## src/design/eea_pkg.sv

```systemverilog
// Shared constants and types for the entropy estimate accumulator.
package eea_pkg;

    // Pool size in bits and the derating applied to every credit
    localparam int POOL_BITS   = 5120;
    localparam int DERATE_BITS = 2;

    // Field and state widths
    localparam int DELTA_W = 32;
    localparam int WBITS_W = 16;
    localparam int COUNT_W = 13;
    localparam int N_W     = 5;
    localparam int FRAC_W  = 32;

    // Whole bits credited for a delta whose leading one sits at bit 31
    localparam int N_BASE = 31 - DERATE_BITS;

    // Deltas below this value credit nothing
    localparam logic [DELTA_W:0] SMALL_LIMIT = (DELTA_W + 1)'(1) << DERATE_BITS;

    localparam logic [COUNT_W-1:0] POOL_COUNT = COUNT_W'(POOL_BITS);

    typedef enum logic [0:0] {
        OP_ADD      = 1'b0,
        OP_WITHDRAW = 1'b1
    } op_t;

    // Normalized delta handed to the credit logic
    typedef struct packed {
        logic                below_min;
        logic [N_W-1:0]      n_base;
        logic [FRAC_W-1:0]   mant;
    } norm_t;

endpackage

```

## src/design/eea_norm.sv

```systemverilog
// Leading-one search and mantissa extraction for a timing delta.
module eea_norm
(
    input  logic [eea_pkg::DELTA_W-1:0] delta,
    output eea_pkg::norm_t              norm
);

    logic [eea_pkg::DELTA_W-1:0] v;
    logic [4:0]                  lz;

    // Binary search for the leading one, shifting it up to bit 31
    always_comb
    begin
        v  = delta;
        lz = '0;
        if (v[31:16] == 16'h0)
        begin
            lz[4] = 1'b1;
            v     = v << 16;
        end
        if (v[31:24] == 8'h0)
        begin
            lz[3] = 1'b1;
            v     = v << 8;
        end
        if (v[31:28] == 4'h0)
        begin
            lz[2] = 1'b1;
            v     = v << 4;
        end
        if (v[31:30] == 2'h0)
        begin
            lz[1] = 1'b1;
            v     = v << 2;
        end
        if (v[31] == 1'b0)
        begin
            lz[0] = 1'b1;
            v     = v << 1;
        end
    end

    // Drop the leading one to form the 0.32 mantissa
    always_comb
    begin
        norm.below_min = ({1'b0, delta} < eea_pkg::SMALL_LIMIT);
        norm.n_base    = eea_pkg::N_W'(eea_pkg::N_BASE) - lz;
        norm.mant      = {v[30:0], 1'b0};
    end

endmodule

```

## src/design/eea_credit.sv

```systemverilog
// Fraction update: z = x + y + hi32(x*y) with carries folded into whole bits.
module eea_credit
(
    input  logic [eea_pkg::FRAC_W-1:0] frac,
    input  eea_pkg::norm_t             norm,
    output logic [eea_pkg::FRAC_W-1:0] frac_out,
    output logic [eea_pkg::N_W-1:0]    n
);

    logic [2*eea_pkg::FRAC_W-1:0] prod;
    logic [eea_pkg::FRAC_W:0]     sum1;
    logic [eea_pkg::FRAC_W:0]     sum2;
    logic                         c1;
    logic                         c2;

    // High half of the exact product, then two carry-tracked adds
    always_comb
    begin
        prod = {32'h0, frac} * {32'h0, norm.mant};
        sum1 = {1'b0, frac} + {1'b0, prod[63:32]};
        sum2 = {1'b0, sum1[31:0]} + {1'b0, norm.mant};
        c1   = sum1[32];
        c2   = sum2[32];
    end

    // Fold any carry into one more whole bit and halve the fraction
    always_comb
    begin
        if (c1 || c2)
        begin
            frac_out = {c1 & c2, sum2[31:1]};
            n        = norm.n_base + eea_pkg::N_W'(1);
        end
        else
        begin
            frac_out = sum2[31:0];
            n        = norm.n_base;
        end
    end

endmodule

```

## src/design/entropy_estimate_accumulator_core.sv

```systemverilog
// Top level: input register, estimate state and result register.
//
//  channel | handshake           | word
//  --------+---------------------+------------------------------------------
//  in      | in_valid / in_ready | operation, delta, withdraw_bits
//  out     | out_valid/out_ready | bits_added, entropy_level, inflow_level
//
// One word per cycle sustained while out_ready holds; a word's result is
// offered after it passes the input register, then the result register.
// The estimate state updates in the same cycle the result register loads;
// the multiply and adds between them set the cycle time.
// rst_n clears the estimate to zero and empties both registers.
// A stalled output holds its result; the input register still takes a word
// while it is empty or the result register is free or being drained.
module entropy_estimate_accumulator_core
(
    input  logic                          clk,
    input  logic                          rst_n,
    input  logic                          in_valid,
    output logic                          in_ready,
    input  logic [0:0]                    operation,
    input  logic [eea_pkg::DELTA_W-1:0]   delta,
    input  logic [eea_pkg::WBITS_W-1:0]   withdraw_bits,
    output logic                          out_valid,
    input  logic                          out_ready,
    output logic [eea_pkg::N_W-1:0]       bits_added,
    output logic [eea_pkg::COUNT_W-1:0]   entropy_level,
    output logic [eea_pkg::COUNT_W-1:0]   inflow_level
);

    logic                          s1_valid_reg;
    logic                          s1_valid_next;
    eea_pkg::op_t                  s1_op_reg;
    logic [eea_pkg::DELTA_W-1:0]   s1_delta_reg;
    logic [eea_pkg::WBITS_W-1:0]   s1_wbits_reg;

    logic                          out_valid_reg;
    logic                          out_valid_next;
    logic [eea_pkg::N_W-1:0]       out_bits_reg;
    logic [eea_pkg::N_W-1:0]       out_bits_next;

    logic [eea_pkg::COUNT_W-1:0]   count_reg;
    logic [eea_pkg::COUNT_W-1:0]   count_next;
    logic [eea_pkg::FRAC_W-1:0]    frac_reg;
    logic [eea_pkg::FRAC_W-1:0]    frac_next;
    logic [eea_pkg::COUNT_W-1:0]   inflow_reg;
    logic [eea_pkg::COUNT_W-1:0]   inflow_next;
    logic [eea_pkg::COUNT_W-1:0]   out_count_reg;
    logic [eea_pkg::COUNT_W-1:0]   out_inflow_reg;

    logic                          in_accept;
    logic                          advance;

    eea_pkg::norm_t                norm;
    logic [eea_pkg::FRAC_W-1:0]    credit_frac;
    logic [eea_pkg::N_W-1:0]       credit_n;
    logic [eea_pkg::COUNT_W:0]     count_sum;
    logic [eea_pkg::COUNT_W:0]     inflow_sum;

    // Handshake: stage one moves on whenever the result register is free
    assign advance   = s1_valid_reg && (!out_valid_reg || out_ready);
    assign in_ready  = !s1_valid_reg || !out_valid_reg || out_ready;
    assign in_accept = in_valid && in_ready;

    always_comb
    begin
        s1_valid_next = s1_valid_reg;
        if (in_accept)
        begin
            s1_valid_next = 1'b1;
        end
        else if (advance)
        begin
            s1_valid_next = 1'b0;
        end
        out_valid_next = out_valid_reg;
        if (advance)
        begin
            out_valid_next = 1'b1;
        end
        else if (out_ready)
        begin
            out_valid_next = 1'b0;
        end
    end

    eea_norm u_norm
    (
        .delta (s1_delta_reg),
        .norm  (norm)
    );

    eea_credit u_credit
    (
        .frac     (frac_reg),
        .norm     (norm),
        .frac_out (credit_frac),
        .n        (credit_n)
    );

    // Compute the next estimate for the word in stage one
    always_comb
    begin
        count_sum     = {1'b0, count_reg} + (eea_pkg::COUNT_W + 1)'(credit_n);
        inflow_sum    = {1'b0, inflow_reg} + (eea_pkg::COUNT_W + 1)'(credit_n);
        count_next    = count_reg;
        frac_next     = frac_reg;
        inflow_next   = inflow_reg;
        out_bits_next = '0;
        case (s1_op_reg)
            eea_pkg::OP_ADD:
            begin
                if (!norm.below_min)
                begin
                    out_bits_next = credit_n;
                    if (count_sum >= {1'b0, eea_pkg::POOL_COUNT})
                    begin
                        count_next = eea_pkg::POOL_COUNT;
                        frac_next  = '0;
                    end
                    else
                    begin
                        count_next = count_sum[eea_pkg::COUNT_W-1:0];
                        frac_next  = credit_frac;
                    end
                    if (inflow_sum >= {1'b0, eea_pkg::POOL_COUNT})
                    begin
                        inflow_next = eea_pkg::POOL_COUNT;
                    end
                    else
                    begin
                        inflow_next = inflow_sum[eea_pkg::COUNT_W-1:0];
                    end
                end
            end
            eea_pkg::OP_WITHDRAW:
            begin
                if ({{(eea_pkg::WBITS_W - eea_pkg::COUNT_W){1'b0}}, count_reg}
                    >= s1_wbits_reg)
                begin
                    count_next = count_reg - s1_wbits_reg[eea_pkg::COUNT_W-1:0];
                end
                else
                begin
                    count_next = '0;
                    frac_next  = '0;
                end
            end
            default:
            begin
                count_next = count_reg;
            end
        endcase
    end

    // Control and estimate state
    always_ff @(posedge clk or negedge rst_n)
    begin
        if (!rst_n)
        begin
            s1_valid_reg  <= 1'b0;
            out_valid_reg <= 1'b0;
            count_reg     <= '0;
            frac_reg      <= '0;
            inflow_reg    <= '0;
        end
        else
        begin
            s1_valid_reg  <= s1_valid_next;
            out_valid_reg <= out_valid_next;
            if (advance)
            begin
                count_reg  <= count_next;
                frac_reg   <= frac_next;
                inflow_reg <= inflow_next;
            end
        end
    end

    // Capture the input word and hold the result word
    always_ff @(posedge clk)
    begin
        if (in_accept)
        begin
            s1_op_reg    <= eea_pkg::op_t'(operation);
            s1_delta_reg <= delta;
            s1_wbits_reg <= withdraw_bits;
        end
        if (advance)
        begin
            out_bits_reg   <= out_bits_next;
            out_count_reg  <= count_next;
            out_inflow_reg <= inflow_next;
        end
    end

    assign out_valid     = out_valid_reg;
    assign bits_added    = out_bits_reg;
    assign entropy_level = out_count_reg;
    assign inflow_level  = out_inflow_reg;

    // Counts never pass the pool size
    a_count_bound: assert property (@(posedge clk) disable iff (!rst_n)
        (count_reg <= eea_pkg::POOL_COUNT) && (inflow_reg <= eea_pkg::POOL_COUNT))
        else $error("estimate count beyond pool size");

    // A full pool carries no fraction
    a_full_no_frac: assert property (@(posedge clk) disable iff (!rst_n)
        (count_reg == eea_pkg::POOL_COUNT) |-> (frac_reg == '0))
        else $error("fraction left set on a full pool");

    // Inflow only grows
    a_inflow_monotonic: assert property (@(posedge clk) disable iff (!rst_n)
        $past(rst_n) |-> (inflow_reg >= $past(inflow_reg)))
        else $error("inflow count decreased");

    // State changes only when a word passes to the result register
    a_state_hold: assert property (@(posedge clk) disable iff (!rst_n)
        !advance |=> ($stable(count_reg) && $stable(frac_reg) && $stable(inflow_reg)))
        else $error("estimate changed without a word");

endmodule
```

## config.mk

```make
export PLATFORM = sky130hd
export DESIGN_NAME = entropy_estimate_accumulator_core
export DESIGN_NICKNAME = d
export VERILOG_FILES = /design/src/design/eea_pkg.sv /design/src/design/eea_norm.sv /design/src/design/eea_credit.sv /design/src/design/entropy_estimate_accumulator_core.sv
export SDC_FILE = /design/constraint.sdc
export NUM_CORES = 2
export LEC_CHECK = 0
export BUFFER_PORTS_ARGS = -buffer_cell sky130_fd_sc_hd__buf_2
export CORE_ASPECT_RATIO = 0.9
export CORE_MARGIN = 4
export CORE_UTILIZATION = 67
export CTS_CLUSTER_DIAMETER = 40
export DETAILED_ROUTE_END_ITERATION = 12
export PLACE_DENSITY = 0.84
export REMOVE_ABC_BUFFERS = 1
export SLEW_MARGIN = 25
export SYNTH_ARGS = -nofsm -noshare
export SYNTH_HDL_FRONTEND = slang
export SYNTH_SLANG_ARGS = --single-unit
```

## constraint.sdc

```tcl
create_clock -name clk -period 22.8 [get_ports clk]
set_clock_uncertainty 0.1 [all_clocks]
set_input_delay 2.28 -clock clk [delete_from_list [all_inputs] [get_ports clk]]
set_output_delay 2.28 -clock clk [all_outputs]
set_load 0.02 [all_outputs]
```

# [Yosys cells after proc, flatten, opt, wreduce, memory -nomap -nowiden]
# Cells that the tools add are included.
[totals] ff_bits=140 in_bits=53 output_inout_bits=33 word_cells=70
[op_classes] addsub=7 multipliers=1 order_cmp=4 n_eq_ne=2 muxes=27 n_bitwise=2 n_reduce_logical=16
[op_table] op="two-way mux 32 bit" n=8
[op_table] op="two-way mux 13 bit" n=6
[op_table] op="adder 32 x 32 -> 33 bit" n=2
[op_table] op="case mux 32 bit (2 select lines)" n=1
[op_table] op="multiplier 32 x 31 -> 63 bit" n=1
[op_table] op="< comparator 32 x 3 -> 1 bit (second input constant)" n=1
[op_table] op="two-way mux 31 bit" n=1
[op_table] op="adder 13 x 5 -> 14 bit" n=2
[op_table] op="greater-or-equal comparator 14 x 13 -> 1 bit (second input constant)" n=2
[op_table] op="case mux 13 bit (2 select lines)" n=1
[op_table] op="greater-or-equal comparator 13 x 16 -> 1 bit" n=1
[op_table] op="zero test 16 bit" n=1
[op_table] op="subtractor 13 bit" n=1
[op_table] op="two-way mux 1 bit" n=9
[op_table] op="zero test 8 bit" n=1
[op_table] op="adder 5 x 1 -> 5 bit (second input constant)" n=1
[op_table] op="two-way mux 5 bit" n=1
[op_table] op="subtractor 5 bit (first input constant)" n=1
[op_table] op="zero test 4 bit" n=1
[op_table] op="logical OR 1 bit" n=4
[op_table] op="!= test 2 bit (second input constant)" n=2
[op_table] op="nonzero test 2 bit" n=2
[op_table] op="AND reduction 3 bit" n=1
[op_table] op="logical AND 1 bit" n=2
[op_table] op="other kinds (5)" n=6

# [Logic depth before layout (Yosys ltp)]
[depth] ltp_word=19 depth_mapped=82

# [By module]
# Synthesis repeated with hierarchy kept, for this count alone.
[hier_totals] cells_unflattened=5007 hier_area_um2=45108.3
[modules_own_cells] mod="eea_credit" n_inst=1 cells_each=4138 area_each_um2=36394.9 seq_area_each_um2=0.0
[modules_own_cells] mod="entropy_estimate_accumulator_core" n_inst=1 cells_each=589 area_each_um2=6864.1 seq_area_each_um2=3903.7
[modules_own_cells] mod="eea_norm" n_inst=1 cells_each=280 area_each_um2=1849.3 seq_area_each_um2=0.0

# [Worst setup path after synthesis]
# OpenSTA, ideal clock, no wires.
[synth_timing] kind="reg2reg" startpoint="reg s1_delta_reg[28] (netlist bit)" endpoint="reg inflow_reg[7] (netlist bit)" arrival_time_ns=17.198 required_time_ns=22.574 slack_ns=5.376 path_stages_with_launch=74 synth_period_minus_slack_ns=17.424 path_cell_list="edfxtp_1 > or4_4 > or3_4 > o41ai_2 > a211o_1 > buf_4 > inv_2 > a211oi_2 > a21boi_4 > inv_2 > buf_2 > buf_2 > nor2_1 > a21o_1 > clkbuf_1 > and2_1 > fa_1 > fa_1 > [38 not listed] > nor3_1 > xnor2_1 > ha_1 > inv_1 > fa_1 > nor2b_1 > o21a_1 > o21ai_0 > nand2b_1 > and3_1 > nand2_1 > or4b_2 > o21ai_0 > clkbuf_1 > a31oi_1 > o21ai_0 > o31ai_1 > mux2_2"
[synth_between] elab_chain_cells=19
[synth_rtl] item="start: declaration" line="entropy_estimate_accumulator_core.sv:34" text="logic [eea_pkg::DELTA_W-1:0] s1_delta_reg;"
[synth_rtl] item="start signal: assignment" line="entropy_estimate_accumulator_core.sv:186" text="s1_delta_reg <= delta;"
[synth_rtl] item="zero test 16 bit" line="eea_norm.sv:16" text="if (v[31:16] == 16'h0)"
[synth_rtl] item="two-way mux 32 bit *" line="eea_norm.sv:16"
[synth_rtl] item="zero test 8 bit" line="eea_norm.sv:21" text="if (v[31:24] == 8'h0)"
[synth_rtl] item="two-way mux 32 bit *" line="eea_norm.sv:21"
[synth_rtl] item="zero test 4 bit" line="eea_norm.sv:26" text="if (v[31:28] == 4'h0)"
[synth_rtl] item="two-way mux 32 bit *" line="eea_norm.sv:26"
[synth_rtl] item="zero test 2 bit" line="eea_norm.sv:31" text="if (v[31:30] == 2'h0)"
[synth_rtl] item="two-way mux 32 bit *" line="eea_norm.sv:31"
[synth_rtl] item="[5 not listed]"
[synth_rtl] item="two-way mux 5 bit *" line="eea_credit.sv:29" text="if (c1 || c2)"
[synth_rtl] item="named net credit_n, one bit" line="entropy_estimate_accumulator_core.sv:56" text="logic [eea_pkg::N_W-1:0] credit_n;"
[synth_rtl] item="adder 13 x 5 -> 14 bit *" line="entropy_estimate_accumulator_core.sv:105" text="inflow_sum = {1'b0, inflow_reg} + (eea_pkg::COUNT_W + 1)'(credit_n);"
[synth_rtl] item="greater-or-equal comparator 14 x 13 -> 1 bit" line="entropy_estimate_accumulator_core.sv:126" text="if (inflow_sum >= {1'b0, eea_pkg::POOL_COUNT})"
[synth_rtl] item="two-way mux 13 bit *" line="entropy_estimate_accumulator_core.sv:126"
[synth_rtl] item="two-way mux 13 bit *" line="entropy_estimate_accumulator_core.sv:113" text="if (!norm.below_min)"
[synth_rtl] item="two-way mux 13 bit *" line="entropy_estimate_accumulator_core.sv:110" text="case (s1_op_reg)"
[synth_rtl] item="named net inflow_next, one bit" line="entropy_estimate_accumulator_core.sv:47" text="logic [eea_pkg::COUNT_W-1:0] inflow_next;"
[synth_rtl] item="end signal: assignment" line="entropy_estimate_accumulator_core.sv:175" text="inflow_reg <= inflow_next;"
[synth_rtl] item="end: declaration" line="entropy_estimate_accumulator_core.sv:46" text="logic [eea_pkg::COUNT_W-1:0] inflow_reg;"
# The timed path passes the listed nets; every way through them passes the cells marked *.
# A chain may end at the register's enable or synchronous reset.

# [Final worst setup path]
[layout_timing] startpoint="reg s1_delta_reg[12] (netlist bit)" endpoint="reg inflow_reg[8] (netlist bit)"
[layout_between] elab_chain_cells=18
[layout_rtl] item="two-way mux 32 bit *" line="eea_norm.sv:16"
[layout_rtl] item="zero test 8 bit" line="eea_norm.sv:21"
[layout_rtl] item="two-way mux 32 bit *" line="eea_norm.sv:21"
[layout_rtl] item="zero test 4 bit" line="eea_norm.sv:26"
[layout_rtl] item="two-way mux 32 bit *" line="eea_norm.sv:26"
[layout_rtl] item="zero test 2 bit" line="eea_norm.sv:31"
[layout_rtl] item="two-way mux 32 bit *" line="eea_norm.sv:31"
[layout_rtl] item="two-way mux 31 bit" line="eea_norm.sv:36" text="if (v[31] == 1'b0)"
[layout_rtl] item="[4 not listed]"
[layout_rtl] item="two-way mux 5 bit *" line="eea_credit.sv:29"
[layout_rtl] item="named net credit_n, one bit" line="entropy_estimate_accumulator_core.sv:56"
[layout_rtl] item="adder 13 x 5 -> 14 bit *" line="entropy_estimate_accumulator_core.sv:105"
[layout_rtl] item="greater-or-equal comparator 14 x 13 -> 1 bit" line="entropy_estimate_accumulator_core.sv:126"
[layout_rtl] item="two-way mux 13 bit *" line="entropy_estimate_accumulator_core.sv:126"
[layout_rtl] item="two-way mux 13 bit *" line="entropy_estimate_accumulator_core.sv:113"
[layout_rtl] item="two-way mux 13 bit *" line="entropy_estimate_accumulator_core.sv:110"
[layout_rtl] item="named net inflow_next, one bit" line="entropy_estimate_accumulator_core.sv:47"
# Marked as above.

==> flow_metrics.py <==
metrics = {
    "setup_path": {
        "worst-path-max-fanout": 40,
        "crit_type": "flip-flop to flip-flop",
        "cpPeakStageDelay_ns": 0.77,
        "cp-start-kind": "flip-flop",
        "cp_common_cell": "fa_1",
        "cpMaxStageDelayCell": "inv_2",
        "critPathRequiredTime_ns": 23.03,
        "worst_setup_path_end_kind": "flip-flop",
        "critPathArrivalTime_ns": 21.32,
    },
    "clock_network": {
        "clock-sinks": 140,
        "cts-root-buf": "clkbuf_16",
        "clk_pin_slew_ns": 0.07,
        "ctsResizeCount": 0,
        "cts_htree_levels": 4,
        "clock_path_buffers": 2,
        "cts_tree": "yes",
        "holdBufCountCts": 0,
        "numCtsBuffers": 17,
        "cts_setup_buffers": 0,
        "clk_latency_ns": 0.44,
    },
    "timing": {
        "worst_pin_slew_ns": 1.12,
        "fmax_mhz": 47.4,
        "drv_slew": 0,
        "setup_violations": 0,
        "hold_viol": 0,
        "relSlewSlack": 0.250,
        "fin_hold_ws_ns": 0.387,
        "fin_crit_ns": 21.09,
        "tns_ns": 0,
        "fin_crit_sh": 0.925,
        "setup_slack_ns": 1.71,
        "rsz0062_at_grt": "false",
    },
    "global_route": {
        "track_usage": 0.343,
        "grt_max_degree": 61,
        "grt_pass1_vias": 35400,
        "antenna_found_initial": 3,
        "grt_pass1_wl_um": 183000,
        "grt_overflow": 0,
    },
    "routing": {
        "dr_wl_met3_um": 10100,
        "vias": 33200,
        "dr_wl_met2_um": 53600,
        "avgRoutedWirePerCell_um": 20.2,
        "drcViolationCount": 0,
        "routed_wl_um": 112000,
        "route.top_layer_used": "met5",
        "vias_per_cell": 6.01,
        "drtIter0Drc": 2683,
        "drt-met1-wl_um": 42300,
        "drt.antenna.violating_nets": 0,
        "firstDrtPassIters": 6,
    },
    "synth": {
        "yosysWarningCount": 0,
        "synthArstFlopShare": 0.429,
        "synth.distinct_cells": 84,
        "avgSynthCellArea_sq_um": 8.98,
        "netlist_top_cells_area": "fa_1 41%, ha_1 10%, inv_1 7.8%",
        "synth-edff-count": 80,
        "ys_ff_latch": 140,
        "synth_ff_type": "edfxtp_1",
        "synth_top_cell_by_area": "fa_1",
        "yosysSeqAreaShare": 0.0919,
        "syn_inst": 4732,
        "synthTopCellsByCount": "882 x inv_1, 870 x fa_1, 745 x nand2_1",
        "yosysMostFrequentCell": "inv_1",
        "syn-cell-area_sq_um": 42500,
        "yosysTopAreaCellShare": 0.410,
    },
    "final_layout": {
        "final_cells": 5526,
        "multi_input_area_sq_um": 34600,
        "num-nets-final": 5941,
        "synthToLayoutAreaGrowth_pct": 4.63,
        "drive_above_1_share": 0.0613,
        "fill_cells": 4614,
        "insertedDiodeCount": 0,
        "regArea_sq_um": 3920,
    },
    "placement": {
        "dpl_worst_slack_ns": 2.05,
        "dp.cells": 5494,
        "dp_hpwl_um": 84900,
        "place.gp.congestion": 1.00,
        "io_buffers": 85,
    },
    "die": {
        "dieArea_sq_um": 67500,
        "start_util": 0.678,
        "fp.dieW_um": 273,
        "die_h_um": 247,
        "io_pins": 86,
        "core_area_sq_um": 62700,
        "num_rows": 87,
    },
    "worst_hold_path": {
        "worstHoldPathType": "flip-flop to flip-flop",
    },
    "job": {
        "drv_cap": 0,
    },
    "status": {
        "outcome": "finished, final reports clean",
    },
}
stage by stage:
step / util / cell area, sq um
2_1_floorplan: - / 41600
3_3_place_gp: 0.699 / 43800
3_5_place_dp: 0.699 / 43800
4_1_cts: 0.709 / 44400
5_1_grt: 0.709 / 44500
6_report: 0.709 / 44500
worst paths after layout:
check	startpoint	end	slack, ns	cells after the start
hold reg to reg	frac_reg[18]	frac_reg[18]	0.39	2
max in group asynchronous	rst_n	frac_reg[8]	20.04	2
hold / removal	frac_reg[18]	frac_reg[18]	0.39	2
setup reg to reg	s1_delta_reg[12]	inflow_reg[8]	1.71	74
min in group asynchronous	rst_n	count_reg[6]	1.92	2
setup / recovery	s1_delta_reg[12]	inflow_reg[8]	1.71	74
critical path, delay by kind of cell (launching register included):
kind	cells	cell delay, ns
XOR/XNOR	2	0.33
buffers and inverters	11	3.36
flip-flops	1	0.54
adder cells (fa/ha/maj)	13	5.54
AO/OA/AOI/OAI	29	5.71
AND/OR/NAND/NOR	17	4.91
multiplexers	2	0.44
routing by layer:
| layer | track usage | vias up |
|---|---|---|
| met5 | 0 | - |
| met4 | 0.141 | 2 |
| met1 | 0.443 | 16700 |
| met2 | 0.580 | 1662 |
| li1 | - | 14500 |
| met3 | 0.0581 | 389 |
layout make-up:
type	instances	area share
Inverter	886	0.0748
Timing Repair Buffer	158	0.0219
Clock inverter	15	0.00419
Clock buffer	17	0.00957
Tap cell	845	0.0238
Sequential cell	140	0.0881
Multi-Input combinational cell	3465	0.778
cells by family after synthesis:
family / share of synthesized area
flops: 0.0919
xor+xnor: 0.0208
fa+ha+maj: 0.513
compound gates: 0.0781
buf+inv: 0.0998
mux: 0.0215
simple gates: 0.175
cell usage in the layout (no fill, tap or decap), drive strengths merged, types with 42 or more instances in the layout:
cell type,n
ha,350
nor2,146
inv,896
nand3,42
nand2,745
xnor2,73
buf,158
a21o,68
fa,870
a21oi,135
and2,427
edfxtp,80
mux2i,63
dfrtp,60
o21ai,134
Power is not shown: default switching activity piles up to over one toggle a cycle in this logic, so the estimate is an artifact.
